## config.mk

```make
export PLATFORM = sky130hd
export DESIGN_NAME = dc_motor_encoder_axis
export DESIGN_NICKNAME = d
export VERILOG_FILES = /design/src/rtl/dcme_pkg.sv /design/src/rtl/dcme_divider.sv /design/src/rtl/dc_motor_encoder_axis.sv
export VERILOG_INCLUDE_DIRS = /design/src /design/src/rtl
export SDC_FILE = /design/constraint.sdc
export NUM_CORES = 2
export LEC_CHECK = 0
export ABC_AREA = 1
export BUFFER_PORTS_ARGS = -buffer_cell sky130_fd_sc_hd__clkbuf_2
export CELL_PAD_IN_SITES_DETAIL_PLACEMENT = 1
export CELL_PAD_IN_SITES_GLOBAL_PLACEMENT = 1
export CORE_MARGIN = 8
export CORE_UTILIZATION = 30
export DETAILED_ROUTE_END_ITERATION = 16
export PLACE_DENSITY = 0.58
export SLEW_MARGIN = 20
export SYNTH_ARGS = -nofsm -noshare
export SYNTH_HDL_FRONTEND = slang
export SYNTH_SLANG_ARGS = --single-unit
```

## constraint.sdc

```tcl
create_clock -name i_clk -period 29.9 [get_ports i_clk]
set_clock_uncertainty 0.2 [all_clocks]
set_input_delay 5.98 -clock i_clk [delete_from_list [all_inputs] [get_ports i_clk]]
set_output_delay 5.98 -clock i_clk [all_outputs]
set_load 0.005 [all_outputs]
```

## src/rtl/dc_motor_encoder_axis_assert.svh

```systemverilog
// Assertion macros for the motor axis block.
// Included by the top level; compiles to nothing under SYNTHESIS.
`ifndef DC_MOTOR_ENCODER_AXIS_ASSERT_SVH
`define DC_MOTOR_ENCODER_AXIS_ASSERT_SVH

`ifndef SYNTHESIS

// Same-cycle implication under reset.
`define AXIS_ASSERT_NOW(label, clk, rst_n, cond, expr) \
    label: assert property (@(posedge clk) disable iff (!rst_n) (cond) |-> (expr)) \
        else $error("motor axis assertion failed");

// Next-cycle implication under reset.
`define AXIS_ASSERT_NEXT(label, clk, rst_n, cond, expr) \
    label: assert property (@(posedge clk) disable iff (!rst_n) (cond) |=> (expr)) \
        else $error("motor axis assertion failed");

`else

`define AXIS_ASSERT_NOW(label, clk, rst_n, cond, expr)
`define AXIS_ASSERT_NEXT(label, clk, rst_n, cond, expr)

`endif

`endif

```

## src/rtl/dcme_pkg.sv

```systemverilog
// Shared types and constants of the motor axis block.
// No dependencies; used by the divider and the top level.
package dcme_pkg;

    // PWM resolution; duty saturates to its top code
    localparam int          PWM_BITS = 8;
    localparam logic [16:0] PWM_TOP  = 17'((1 << PWM_BITS) - 1);

    // Field widths
    localparam int CMD_W  = 24;
    localparam int DIV_W  = 54;                  // widest dividend: |dz| * 6e6
    localparam int DEN_W  = 48;                  // widest divisor: ppr * dt
    localparam int CNT_W  = $clog2(DIV_W + 1);
    localparam int MUL_W  = 54;
    localparam int SCL_W  = 24;                  // rpm * |duty span|

    // Divider step counts
    localparam logic [CNT_W-1:0] SCL_STEPS  = CNT_W'(SCL_W);
    localparam logic [CNT_W-1:0] READ_STEPS = CNT_W'(DIV_W);

    // Arithmetic constants
    localparam logic [DEN_W-1:0] CENTI_DIV   = DEN_W'(100);
    // 2^30 / 100 rounded up: the product shifted down by 30 is exact whole rpm
    // for every 24-bit command magnitude
    localparam logic [31:0]      CENTI_RECIP = 32'd10737419;
    localparam int               CENTI_SHIFT = 30;
    localparam logic [31:0]      CRPM_SCALE  = 32'd6000000;  // 60 s * 1000 ms * 100
    localparam logic [DIV_W-1:0] SPD_POS_MAX = DIV_W'(64'h7FFF_FFFF);
    localparam logic [DIV_W-1:0] SPD_NEG_MAX = DIV_W'(64'h8000_0000);

    // Opcodes
    localparam logic [1:0] OP_EDGE  = 2'd0;
    localparam logic [1:0] OP_SPEED = 2'd1;
    localparam logic [1:0] OP_STOP  = 2'd2;
    localparam logic [1:0] OP_READ  = 2'd3;

    // Register indexes
    localparam logic [2:0] CFG_MAX_RPM = 3'd0;
    localparam logic [2:0] CFG_MIN_PWM = 3'd1;
    localparam logic [2:0] CFG_MAX_PWM = 3'd2;
    localparam logic [2:0] CFG_PPR     = 3'd3;
    localparam logic [2:0] CFG_UM      = 3'd4;
    localparam logic [2:0] CFG_WINDOW  = 3'd5;

    // Direction codes
    localparam logic [1:0] DIR_OFF = 2'b00;
    localparam logic [1:0] DIR_FWD = 2'b01;
    localparam logic [1:0] DIR_REV = 2'b10;

    // Sequencer states
    typedef enum logic [9:0] {
        S_IDLE    = 10'b00_0000_0001,
        S_SPD_RPM = 10'b00_0000_0010,
        S_SPD_MUL = 10'b00_0000_0100,
        S_SPD_GO  = 10'b00_0000_1000,
        S_SPD_DIV = 10'b00_0001_0000,
        S_RD_M1   = 10'b00_0010_0000,
        S_RD_M2   = 10'b00_0100_0000,
        S_RD_GO   = 10'b00_1000_0000,
        S_RD_DIV  = 10'b01_0000_0000,
        S_POST    = 10'b10_0000_0000
    } t_state;

    // Divider request and response
    typedef struct packed {
        logic             start;
        logic [DIV_W-1:0] dividend;   // left aligned: quotient needs count steps
        logic [DEN_W-1:0] divisor;
        logic [CNT_W-1:0] count;
    } t_div_req;

    typedef struct packed {
        logic             done;
        logic [DIV_W-1:0] quotient;
    } t_div_rsp;

endpackage

```

## src/rtl/dcme_divider.sv

```systemverilog
// Shared restoring divider, one quotient bit per cycle.
// Depends on dcme_pkg for widths and the request/response structs.
module dcme_divider
    import dcme_pkg::*;
(
    input  logic     i_clk,
    input  logic     i_rst_n,
    input  t_div_req i_req,
    output t_div_rsp o_rsp
);

    logic             r_busy;
    logic             r_done;
    logic [CNT_W-1:0] r_cnt;
    logic [DIV_W-1:0] r_quo;
    logic [DEN_W-1:0] r_rem;
    logic [DEN_W-1:0] r_den;

    logic [DEN_W:0]   rem_sh;
    logic [DEN_W+1:0] trial;
    logic             fits;

    // Shift in the next dividend bit and try a subtract
    assign rem_sh = {r_rem, r_quo[DIV_W-1]};
    assign trial  = {1'b0, rem_sh} - {2'b00, r_den};
    assign fits   = ~trial[DEN_W+1];

    // Step counter and done pulse
    always_ff @(posedge i_clk) begin
        if (!i_rst_n) begin
            r_busy <= 1'b0;
            r_done <= 1'b0;
            r_cnt  <= '0;
        end else begin
            r_done <= 1'b0;
            if (i_req.start) begin
                r_busy <= 1'b1;
                r_cnt  <= i_req.count;
            end else if (r_busy) begin
                r_cnt <= r_cnt - CNT_W'(1);
                if (r_cnt == CNT_W'(1)) begin
                    r_busy <= 1'b0;
                    r_done <= 1'b1;
                end
            end
        end
    end

    // Quotient and remainder shift registers
    always_ff @(posedge i_clk) begin
        if (i_req.start) begin
            r_quo <= i_req.dividend;
            r_rem <= '0;
            r_den <= i_req.divisor;
        end else if (r_busy) begin
            r_quo <= {r_quo[DIV_W-2:0], fits};
            r_rem <= fits ? trial[DEN_W-1:0] : rem_sh[DEN_W-1:0];
        end
    end

    assign o_rsp.done     = r_done;
    assign o_rsp.quotient = r_quo;

endmodule

```

## src/rtl/dc_motor_encoder_axis.sv

```systemverilog
// Motor axis: encoder tick counter, PWM drive map and timed speed/position read.
// One item at a time: the next item can be taken in the same cycle that the result goes valid,
// later while the previous result is stalled; the shared divider (24 or 54 steps) dominates.
// Synchronous active-low reset restores the register defaults, clears all counts.
// Depends on dcme_pkg, dcme_divider and dc_motor_encoder_axis_assert.svh.
`include "dc_motor_encoder_axis_assert.svh"

module dc_motor_encoder_axis
    import dcme_pkg::*;
(
    input  logic               i_clk,
    input  logic               i_rst_n,
    // input items
    input  logic               i_in_valid,
    output logic               o_in_stall,
    input  logic [1:0]         i_opcode,
    input  logic               i_enc_a,
    input  logic               i_enc_b,
    input  logic signed [23:0] i_speed_cmd,
    input  logic [31:0]        i_now_ms,
    // result items
    output logic               o_out_valid,
    input  logic               i_out_stall,
    output logic [7:0]         o_pwm_duty,
    output logic               o_drive_fwd,
    output logic               o_drive_rev,
    output logic signed [31:0] o_speed_centirpm,
    output logic signed [47:0] o_position_um,
    // register writes
    input  logic               i_cfg_valid,
    output logic               o_cfg_ready,
    input  logic [2:0]         i_cfg_index,
    input  logic [15:0]        i_cfg_data
);

    // Registers
    logic [15:0] r_max_rpm, r_ppr, r_um, r_window;
    logic [7:0]  r_min_pwm, r_max_pwm;

    // Axis state
    t_state      r_state;
    logic [31:0] r_tick, r_last_tick, r_last_ms, r_speed;
    logic [47:0] r_pos;
    logic [7:0]  r_duty;
    logic [1:0]  r_dir;

    // Working registers
    logic             r_cmd_neg;
    logic [15:0]      r_rpm;
    logic             r_dz_neg;
    logic [31:0]      r_dz_mag;
    logic [31:0]      r_dt;
    logic [31:0]      r_now;
    logic [MUL_W-1:0] r_prod;
    logic [DIV_W-1:0] r_dividend;
    logic             r_out_valid;

    logic             in_accept;
    logic             cfg_we;
    logic [CMD_W-1:0] cmd_mag;
    logic [8:0]       span;
    logic             span_neg;
    logic [7:0]       span_mag;
    logic [31:0]      dt_now;
    logic [31:0]      dz;
    logic [15:0]      ppr_eff;
    logic [31:0]      mul_a, mul_b;
    logic [63:0]      mul_full;
    logic             mul_en;
    logic [DIV_W-1:0] sat_q;
    logic [9:0]       duty_sum;
    logic             out_free;
    logic             div_wait;
    t_div_req         div_req;
    t_div_rsp         div_rsp;

    // Clamp a duty sum to the PWM range
    function automatic logic [7:0] sat_duty(input logic [9:0] d);
        logic [7:0] res;
        if (d[9]) begin
            res = '0;
        end else if ({7'b0, d} > PWM_TOP) begin
            res = PWM_TOP[7:0];
        end else begin
            res = d[7:0];
        end
        return res;
    endfunction

    assign o_in_stall  = (r_state != S_IDLE);
    assign in_accept   = i_in_valid && !o_in_stall;
    assign o_cfg_ready = 1'b1;
    assign cfg_we      = i_cfg_valid && o_cfg_ready;
    assign out_free    = !r_out_valid || !i_out_stall;
    assign div_wait    = (r_state == S_SPD_DIV) || (r_state == S_RD_DIV);

    // Operand prep
    assign cmd_mag  = i_speed_cmd[23] ? CMD_W'(-i_speed_cmd) : CMD_W'(i_speed_cmd);
    assign span     = {1'b0, r_max_pwm} - {1'b0, r_min_pwm};
    assign span_neg = span[8];
    assign span_mag = span_neg ? 8'(-span) : span[7:0];
    assign dt_now   = i_now_ms - r_last_ms;
    assign dz       = r_tick - r_last_tick;
    assign ppr_eff  = (r_ppr == 16'd0) ? 16'd1 : r_ppr;
    assign duty_sum = span_neg ? ({2'b00, r_min_pwm} - {2'b00, div_rsp.quotient[7:0]})
                               : ({2'b00, r_min_pwm} + {2'b00, div_rsp.quotient[7:0]});

    // Saturate the read quotient toward the signed 32-bit range
    always_comb begin
        if (r_dz_neg) begin
            sat_q = (div_rsp.quotient > SPD_NEG_MAX) ? SPD_NEG_MAX : div_rsp.quotient;
        end else begin
            sat_q = (div_rsp.quotient > SPD_POS_MAX) ? SPD_POS_MAX : div_rsp.quotient;
        end
    end

    // Shared multiplier operand select
    always_comb begin
        mul_a  = '0;
        mul_b  = '0;
        mul_en = 1'b1;
        case (r_state)
            S_IDLE: begin
                // whole rpm by reciprocal of one hundred
                mul_a = {8'b0, cmd_mag};
                mul_b = CENTI_RECIP;
            end
            S_SPD_MUL: begin
                mul_a = {16'b0, r_rpm};
                mul_b = {24'b0, span_mag};
            end
            S_RD_M1: begin
                mul_a = r_dz_mag;
                mul_b = CRPM_SCALE;
            end
            S_RD_M2: begin
                mul_a = {16'b0, ppr_eff};
                mul_b = r_dt;
            end
            S_RD_GO: begin
                mul_a = r_dz_mag;
                mul_b = {16'b0, r_um};
            end
            default: begin
                mul_en = 1'b0;
            end
        endcase
    end

    assign mul_full = mul_a * mul_b;

    // Hold the product
    always_ff @(posedge i_clk) begin
        if (mul_en) begin
            r_prod <= mul_full[MUL_W-1:0];
        end
    end

    // Divider request select
    always_comb begin
        div_req = '0;
        case (r_state)
            S_SPD_GO: begin
                div_req.start    = 1'b1;
                div_req.dividend = {r_prod[SCL_W-1:0], (DIV_W-SCL_W)'(0)};
                div_req.divisor  = {32'b0, r_max_rpm};
                div_req.count    = SCL_STEPS;
            end
            S_RD_GO: begin
                div_req.start    = 1'b1;
                div_req.dividend = r_dividend;
                div_req.divisor  = r_prod[DEN_W-1:0];
                div_req.count    = READ_STEPS;
            end
            default: begin
                div_req = '0;
            end
        endcase
    end

    dcme_divider u_div (
        .i_clk   (i_clk),
        .i_rst_n (i_rst_n),
        .i_req   (div_req),
        .o_rsp   (div_rsp)
    );

    // Register writes
    always_ff @(posedge i_clk) begin
        if (!i_rst_n) begin
            r_max_rpm <= 16'd300;
            r_min_pwm <= 8'd0;
            r_max_pwm <= 8'd255;
            r_ppr     <= 16'd360;
            r_um      <= 16'd10;
            r_window  <= 16'd50;
        end else if (cfg_we) begin
            case (i_cfg_index)
                CFG_MAX_RPM: r_max_rpm <= i_cfg_data;
                CFG_MIN_PWM: r_min_pwm <= i_cfg_data[7:0];
                CFG_MAX_PWM: r_max_pwm <= i_cfg_data[7:0];
                CFG_PPR:     r_ppr     <= i_cfg_data;
                CFG_UM:      r_um      <= i_cfg_data;
                CFG_WINDOW:  r_window  <= i_cfg_data;
                default:     ;
            endcase
        end
    end

    // Sequencer and axis state
    always_ff @(posedge i_clk) begin
        if (!i_rst_n) begin
            r_state     <= S_IDLE;
            r_tick      <= '0;
            r_last_tick <= '0;
            r_last_ms   <= '0;
            r_speed     <= '0;
            r_pos       <= '0;
            r_duty      <= '0;
            r_dir       <= DIR_OFF;
            r_out_valid <= 1'b0;
        end else begin
            // raise a result as the item posts, drop it once taken
            if (r_state == S_POST && out_free) begin
                r_out_valid <= 1'b1;
            end else if (r_out_valid && !i_out_stall) begin
                r_out_valid <= 1'b0;
            end
            case (r_state)
                S_IDLE: begin
                    if (in_accept) begin
                        case (i_opcode)
                            OP_EDGE: begin
                                r_tick  <= (i_enc_a == i_enc_b) ? r_tick + 32'd1
                                                                : r_tick - 32'd1;
                                r_state <= S_POST;
                            end
                            OP_SPEED: begin
                                if (i_speed_cmd == '0) begin
                                    r_duty  <= '0;
                                    r_dir   <= DIR_OFF;
                                    r_state <= S_POST;
                                end else begin
                                    r_state <= S_SPD_RPM;
                                end
                            end
                            OP_STOP: begin
                                r_duty      <= '0;
                                r_dir       <= DIR_OFF;
                                r_tick      <= '0;
                                r_last_tick <= '0;
                                r_speed     <= '0;
                                r_pos       <= '0;
                                r_state     <= S_POST;
                            end
                            OP_READ: begin
                                if (dt_now > {16'b0, r_window}) begin
                                    r_state <= S_RD_M1;
                                end else begin
                                    r_state <= S_POST;
                                end
                            end
                            default: r_state <= S_POST;
                        endcase
                    end
                end
                S_SPD_RPM: begin
                    // whole rpm is in the product: take full duty when max rpm is zero
                    if (r_max_rpm == 16'd0) begin
                        r_duty  <= sat_duty({2'b00, r_max_pwm});
                        r_dir   <= r_cmd_neg ? DIR_REV : DIR_FWD;
                        r_state <= S_POST;
                    end else begin
                        r_state <= S_SPD_MUL;
                    end
                end
                S_SPD_MUL: r_state <= S_SPD_GO;
                S_SPD_GO:  r_state <= S_SPD_DIV;
                S_SPD_DIV: begin
                    if (div_rsp.done) begin
                        r_duty  <= sat_duty(duty_sum);
                        r_dir   <= r_cmd_neg ? DIR_REV : DIR_FWD;
                        r_state <= S_POST;
                    end
                end
                S_RD_M1: r_state <= S_RD_M2;
                S_RD_M2: r_state <= S_RD_GO;
                S_RD_GO: r_state <= S_RD_DIV;
                S_RD_DIV: begin
                    // apply the measured speed and travel, advance the window
                    if (div_rsp.done) begin
                        r_speed     <= r_dz_neg ? 32'd0 - sat_q[31:0] : sat_q[31:0];
                        r_pos       <= r_dz_neg ? r_pos - r_prod[47:0] : r_pos + r_prod[47:0];
                        r_last_tick <= r_tick;
                        r_last_ms   <= r_now;
                        r_state     <= S_POST;
                    end
                end
                S_POST: begin
                    if (out_free) begin
                        r_state <= S_IDLE;
                    end
                end
                default: r_state <= S_IDLE;
            endcase
        end
    end

    // Working registers, no reset needed
    always_ff @(posedge i_clk) begin
        if (in_accept) begin
            r_cmd_neg <= i_speed_cmd[23];
            r_dz_neg  <= dz[31];
            r_dz_mag  <= dz[31] ? 32'd0 - dz : dz;
            r_dt      <= dt_now;
            r_now     <= i_now_ms;
        end
        if (r_state == S_SPD_RPM) begin
            r_rpm <= (r_prod[CENTI_SHIFT +: CMD_W] > {8'b0, r_max_rpm})
                   ? r_max_rpm : r_prod[CENTI_SHIFT +: 16];
        end
        if (r_state == S_RD_M2) begin
            r_dividend <= r_prod[DIV_W-1:0];
        end
    end

    // Result register
    always_ff @(posedge i_clk) begin
        if (r_state == S_POST && out_free) begin
            o_pwm_duty       <= r_duty;
            o_drive_fwd      <= r_dir[0];
            o_drive_rev      <= r_dir[1];
            o_speed_centirpm <= r_speed;
            o_position_um    <= r_pos;
        end
    end

    assign o_out_valid = r_out_valid;

    // Checks
    `AXIS_ASSERT_NEXT(a_busy_after_accept, i_clk, i_rst_n, in_accept, o_in_stall)
    `AXIS_ASSERT_NOW(a_div_done_waited, i_clk, i_rst_n, div_rsp.done, div_wait)
    `AXIS_ASSERT_NEXT(a_post_holds, i_clk, i_rst_n, (r_state == S_POST) && r_out_valid && i_out_stall, r_state == S_POST)
    `AXIS_ASSERT_NOW(a_dir_exclusive, i_clk, i_rst_n, 1'b1, !(r_dir[0] && r_dir[1]))

endmodule
```

# After elaboration in Yosys (flattened, before gate mapping)
# Cells that the tools add are included.
# totals
regBits	747
# op_classes
addsub	15
mul	1
n_lt_le_gt_ge	5
n_eq_ne	30
n_mux	61
n_bitwise	3
reduce_logical	33
# op_table
operator	count
32-bit two-way mux	9
48-bit two-way mux	5
109-bit one-hot mux with 2 select lines	1
32-bit one-hot mux with 2 select lines	3
32-bit one-hot mux with 5 select lines	1
32-bit one-hot mux with 4 select lines	1
54-bit two-way mux	2
48-bit one-hot mux with 2 select lines	1
10-bit one-hot mux with 9 select lines	1
10-bit two-way mux	7
1-bit by 32-bit subtractor with 32-bit output (first input constant)	2
32-bit subtractor	2
8-bit two-way mux	7
54-bit by 31-bit greater-than comparator with 1-bit output (second input constant)	1
54-bit by 32-bit greater-than comparator with 1-bit output (second input constant)	1
32-bit by 32-bit multiplier with 54-bit output	1
49-bit by 48-bit subtractor with 50-bit output	1
48-bit adder	1
48-bit subtractor	1
32-bit by 1-bit adder with 32-bit output (second input constant)	1
32-bit by 16-bit greater-than comparator with 1-bit output	1
16-bit zero test	2
16-bit two-way mux	2
32-bit by 1-bit subtractor with 32-bit output (second input constant)	1
55 further kinds	93

# Depth between registers and ports, before layout
# logic_depth
ltp_word	7
ltp_mapped	46
mapped_depth_nobuf	45

# By module
# A second synthesis with hierarchy kept.
# unflattened
cells_unflattened	9740
area_unflattened_um2	75598.8
# modules_own_cells
module	n_inst	cells_each	area_each_um2
dc_motor_encoder_axis	1	8103	64732.1
dcme_divider	1	1637	10866.7

# Worst setup path before layout
# Ideal clock, no wire load.
# synth_path
kind	input port to flip-flop
startpoint	input i_speed_cmd[0]
endpoint	register r_prod[50] (data pin)
setup_ps	260
arrival_ps	13580
required_ps	29440
slack_ps	15860
cell_stages	42
path_cell_list	inv_1 ha_1 inv_1 nor3_2 nand2_1 nor3_2 nand2_1 inv_1 nand2_1 inv_1 a21oi_1 and2_1 nor3_4 a21oi_4 inv_2 buf_4 nand2_1 fa_1 [... 6 more ...] fa_1 fa_1 fa_1 inv_1 fa_1 inv_1 ha_1 a21oi_1 o21ai_0 a21oi_1 o21ai_0 a21oi_1 inv_1 a21boi_0 o21ai_0 nand3_1 nand2_1 xor2_1
# synth_between
elab_chain_len	4
# synth_lines
element	line	text
from (decl)	dc_motor_encoder_axis.sv:19	input logic signed [23:0] i_speed_cmd,
24-bit negation	dc_motor_encoder_axis.sv:98	assign cmd_mag = i_speed_cmd[23] ? CMD_W'(-i_speed_cmd) : CMD_W'(i_speed_cmd);
24-bit two-way mux (*)	dc_motor_encoder_axis.sv:98	
32-bit one-hot mux with 4 select lines (*)	dc_motor_encoder_axis.sv:122	case (r_state)
32-bit by 32-bit multiplier with 54-bit output (*)	dc_motor_encoder_axis.sv:150	assign mul_full = mul_a * mul_b;
via mul_full[50]	dc_motor_encoder_axis.sv:68	logic [63:0] mul_full;
to (signal assigned)	dc_motor_encoder_axis.sv:155	r_prod <= mul_full[MUL_W-1:0];
to (decl)	dc_motor_encoder_axis.sv:54	logic [MUL_W-1:0] r_prod;
# The timed path passes the listed nets; every way through them passes the cells marked *.
# A chain may end at the register's enable or synchronous reset.

# Worst setup path in the final report
# Same ends and word-level chain as after synthesis.

==> results.md <==
- Synth Flop Type: edfxtp_1
- RD Place Congestion: 0.956
- Reg area: 19100 um2
- TritonCTS clock tree: built
- DR iter-0 viols: 4089
- Finish-stage setup viols: 0
- Avg WL per Cell: 22.8 um
- Vias post-DR: 64084
- Most frequent cells in the layout: inv_1, nand2_1, nor2_1, fa_1, a21oi_1
- Area grow syn2layout: 10.6%
- Hold Buf Count CTS: 0
- Min Tclk post-route: 15.68 ns
- DRC Markers: 0
- Crit path launch: i_speed_cmd[0]
- Post-cts resize count: 0
- Clk pin slew, worst setup/hold paths: 0.06 ns
- Footprint of the multi-input gates: 47900 um2
- Commonest non-fill, non-tap cell in the layout: inv_1
- Min-delay worst type: flip-flop to flip-flop
- Sequential area share after synthesis: 0.254
- Fin. max-slew vios: 0
- Relative slew slack: 0.323
- Drt pass-1 iters: 5
- Worst reg2reg setup slack: 18.51 ns
- Fin area: 83000 um2
- Slowest-stage cell, CP: fa_1
- R2R Path Start: r_state[2]
- Unrepaired setup endpoints after global routing: false
- Outcome: finished clean
- Post-synth design cell area: 75100 um2
- Number of global-route vias before repair: 69135
- DR vias/cell: 4.95
- Final wirelength: 296000 um
- Layout cells sized above 1: 0.0688
- First-pass GRT wire length: 444000 um
- Final ANT Viol Nets: 0
- Hold Crit Start: r_duty[2]
- Final hold slack: 0.207 ns
- CP dominant cell by count: inv_1
- Rows: 183
- Clk_lat worst skew: 0.73 ns
- Final hold violation count: 0
- Placed Area: 80100 um2
- Hold path depth: 0
- Post-detail-place hpwl: 238000 um
- Setup bufs post-CTS: 0
- Fmax: 63.8 MHz
- CP Data Required Time: 30.16 ns
- #FFs+latches synth: 747
- I/O pins: 177
- Max-cap violations: 0
- Cell variety after synth: 79
- Crit Path Max Fanout: 18
- Number of fill cells: 30099
- Num CTS Buffers: 89
- DP Worst Slack: 13.55 ns
- Hold Path Sink: o_pwm_duty[2]
- CP max stage delay: 0.56 ns
- Tcrit/Tclk final: 0.525
- # nets final: 10933
- Post-synth EDFFs: 414
- Clock sinks: 747
- Slew @ Worst Pin: 1.01 ns
- CP endpoint kind: flip-flop
- Global-route usage over all layers: 0.219
- Post-route setup slack: 14.22 ns
- Die Footprint: 267000 um2
- Async S/R FF share, synth: 0
- I/O Buffers: 175
- Syn. warnings: 0
- Core Box Area: 249000 um2
- H-tree levels: 3
- Die Width: 516 um
- R2R depth: 37
- CP startpoint kind: primary input
- Crit Path Category: primary input to flip-flop
- Mapped Avg Cell Area: 8.04 um2
- Grt total ovfl: 0
- CTS Buffer Depth: 3
- Reg-to-reg endpoint: r_prod[50]
- Worst EP arrival: 15.94 ns
- Chip height: 516 um
- CTS root buf: clkbuf_16
- Initial antenna violation count: 20
- Largest net degree at the start of global routing: 80
- Post-Syn Instances: 9339
- Initial Util: 0.302
- Fin Setup TNS: 0 ns
-- cells in the mapped netlist, drive strengths merged (4+ instances only) --
cell | instances | area, um2
nand3 | 281 | 1480
a32o | 6 | 60.1
nand2 | 1866 | 7090
a211oi | 43 | 335
nand4 | 86 | 581
o21ai | 475 | 2440
a21oi | 673 | 3460
edfxtp | 414 | 12400
inv | 1918 | 7210
o22ai | 23 | 144
xnor2 | 57 | 518
o21bai | 20 | 158
nor4 | 38 | 259
dfxtp | 333 | 6670
xor2 | 154 | 1380
and2 | 4 | 25.0
a21o | 28 | 210
and3 | 6 | 37.5
o21a | 26 | 196
buf | 149 | 832
a31oi | 54 | 338
a221oi | 24 | 277
fa | 861 | 17200
nor3 | 95 | 547
a21boi | 9 | 71.3
clkbuf | 122 | 458
o31ai | 5 | 37.5
or2 | 38 | 238
a31o | 4 | 35.0
nor2 | 940 | 3690
a22o | 7 | 61.3
nand3b | 21 | 158
o211ai | 56 | 420
o221ai | 22 | 193
clkinv | 15 | 57.6
ha | 452 | 5660
o311ai | 4 | 35.0
-- how the worst max path moves through the flow --
stage               cells past startpoint  slack (ns)          to
floorplan                              42       15.86  r_prod[50]
global placement                       41       13.78  r_prod[50]
detailed placement                     41       13.55  r_prod[50]
CTS                                    41       14.33  r_prod[50]
global route                           41       13.65  r_prod[50]
finish                                 41       14.22  r_prod[50]
-- registers in the layout (all words and copies together), names as in the netlist, 32 cells and up --
name / cells
r_last_ms: 32
o_position_um: 48
r_prod: 54
r_dz_mag: 32
r_dt: 32
r_last_tick: 32
r_now: 32
u_div.r_quo: 54
u_div.r_rem: 48
u_div.r_den: 48
r_dividend: 54
r_tick: 32
r_pos: 48
r_speed: 32
o_speed_centirpm: 32
-- stage by stage --
step | std cells | utilization
after floorplan | 9444 | -
after global placement | 12775 | 0.322
after detailed placement | 12775 | 0.322
after CTS | 12941 | 0.334
after global routing | 12945 | 0.334
final | 12948 | 0.334
-- cells by family (layout without fill, tap and decap cells) --
logic type	after synthesis	in the layout	synth area share
other	2	114	0.000100
and+or+nand+nor	3376	3376	0.188
adders and majority gates	1313	1313	0.305
xor gates and xnor gates	211	211	0.0252
DFF	747	747	0.254
AOI/OAI and AO/OA	1486	1486	0.114
buffers and inverters	2204	2371	0.114
-- layer usage --
metal  wire length (um)  up-vias  global-route usage  share of wire
li1                   -    29708                   -              -
met1             129000    32523               0.284           0.44
met2             140000     1419               0.377           0.48
met3              15100      430              0.0303          0.051
met4              10900        4              0.0708          0.037
met5                 27        -                   0       0.000091
-- area by class of cell --
type                            instances  area share
Timing Repair Buffer                  272      0.0193
Tap cell                             3330      0.0502
Clock buffer                          124      0.0301
Sequential cell                       747       0.230
Antenna cell                            7    0.000211
Clock inverter                         42     0.00530
Inverter                             1933      0.0876
Multi-Input combinational cell       6493       0.577
-- critical path: cells and delay by family --
kind	cells	cell delay, ns
xor gates and xnor gates	1	0.07
and+or+nand+nor	13	2.33
adders and majority gates	10	4.59
AOI/OAI and AO/OA	5	1.49
buffers and inverters	12	1.46
Power is left out: the tool's default activity adds up to more than one toggle a clock period on the data nets, which glitch-free logic cannot reach.
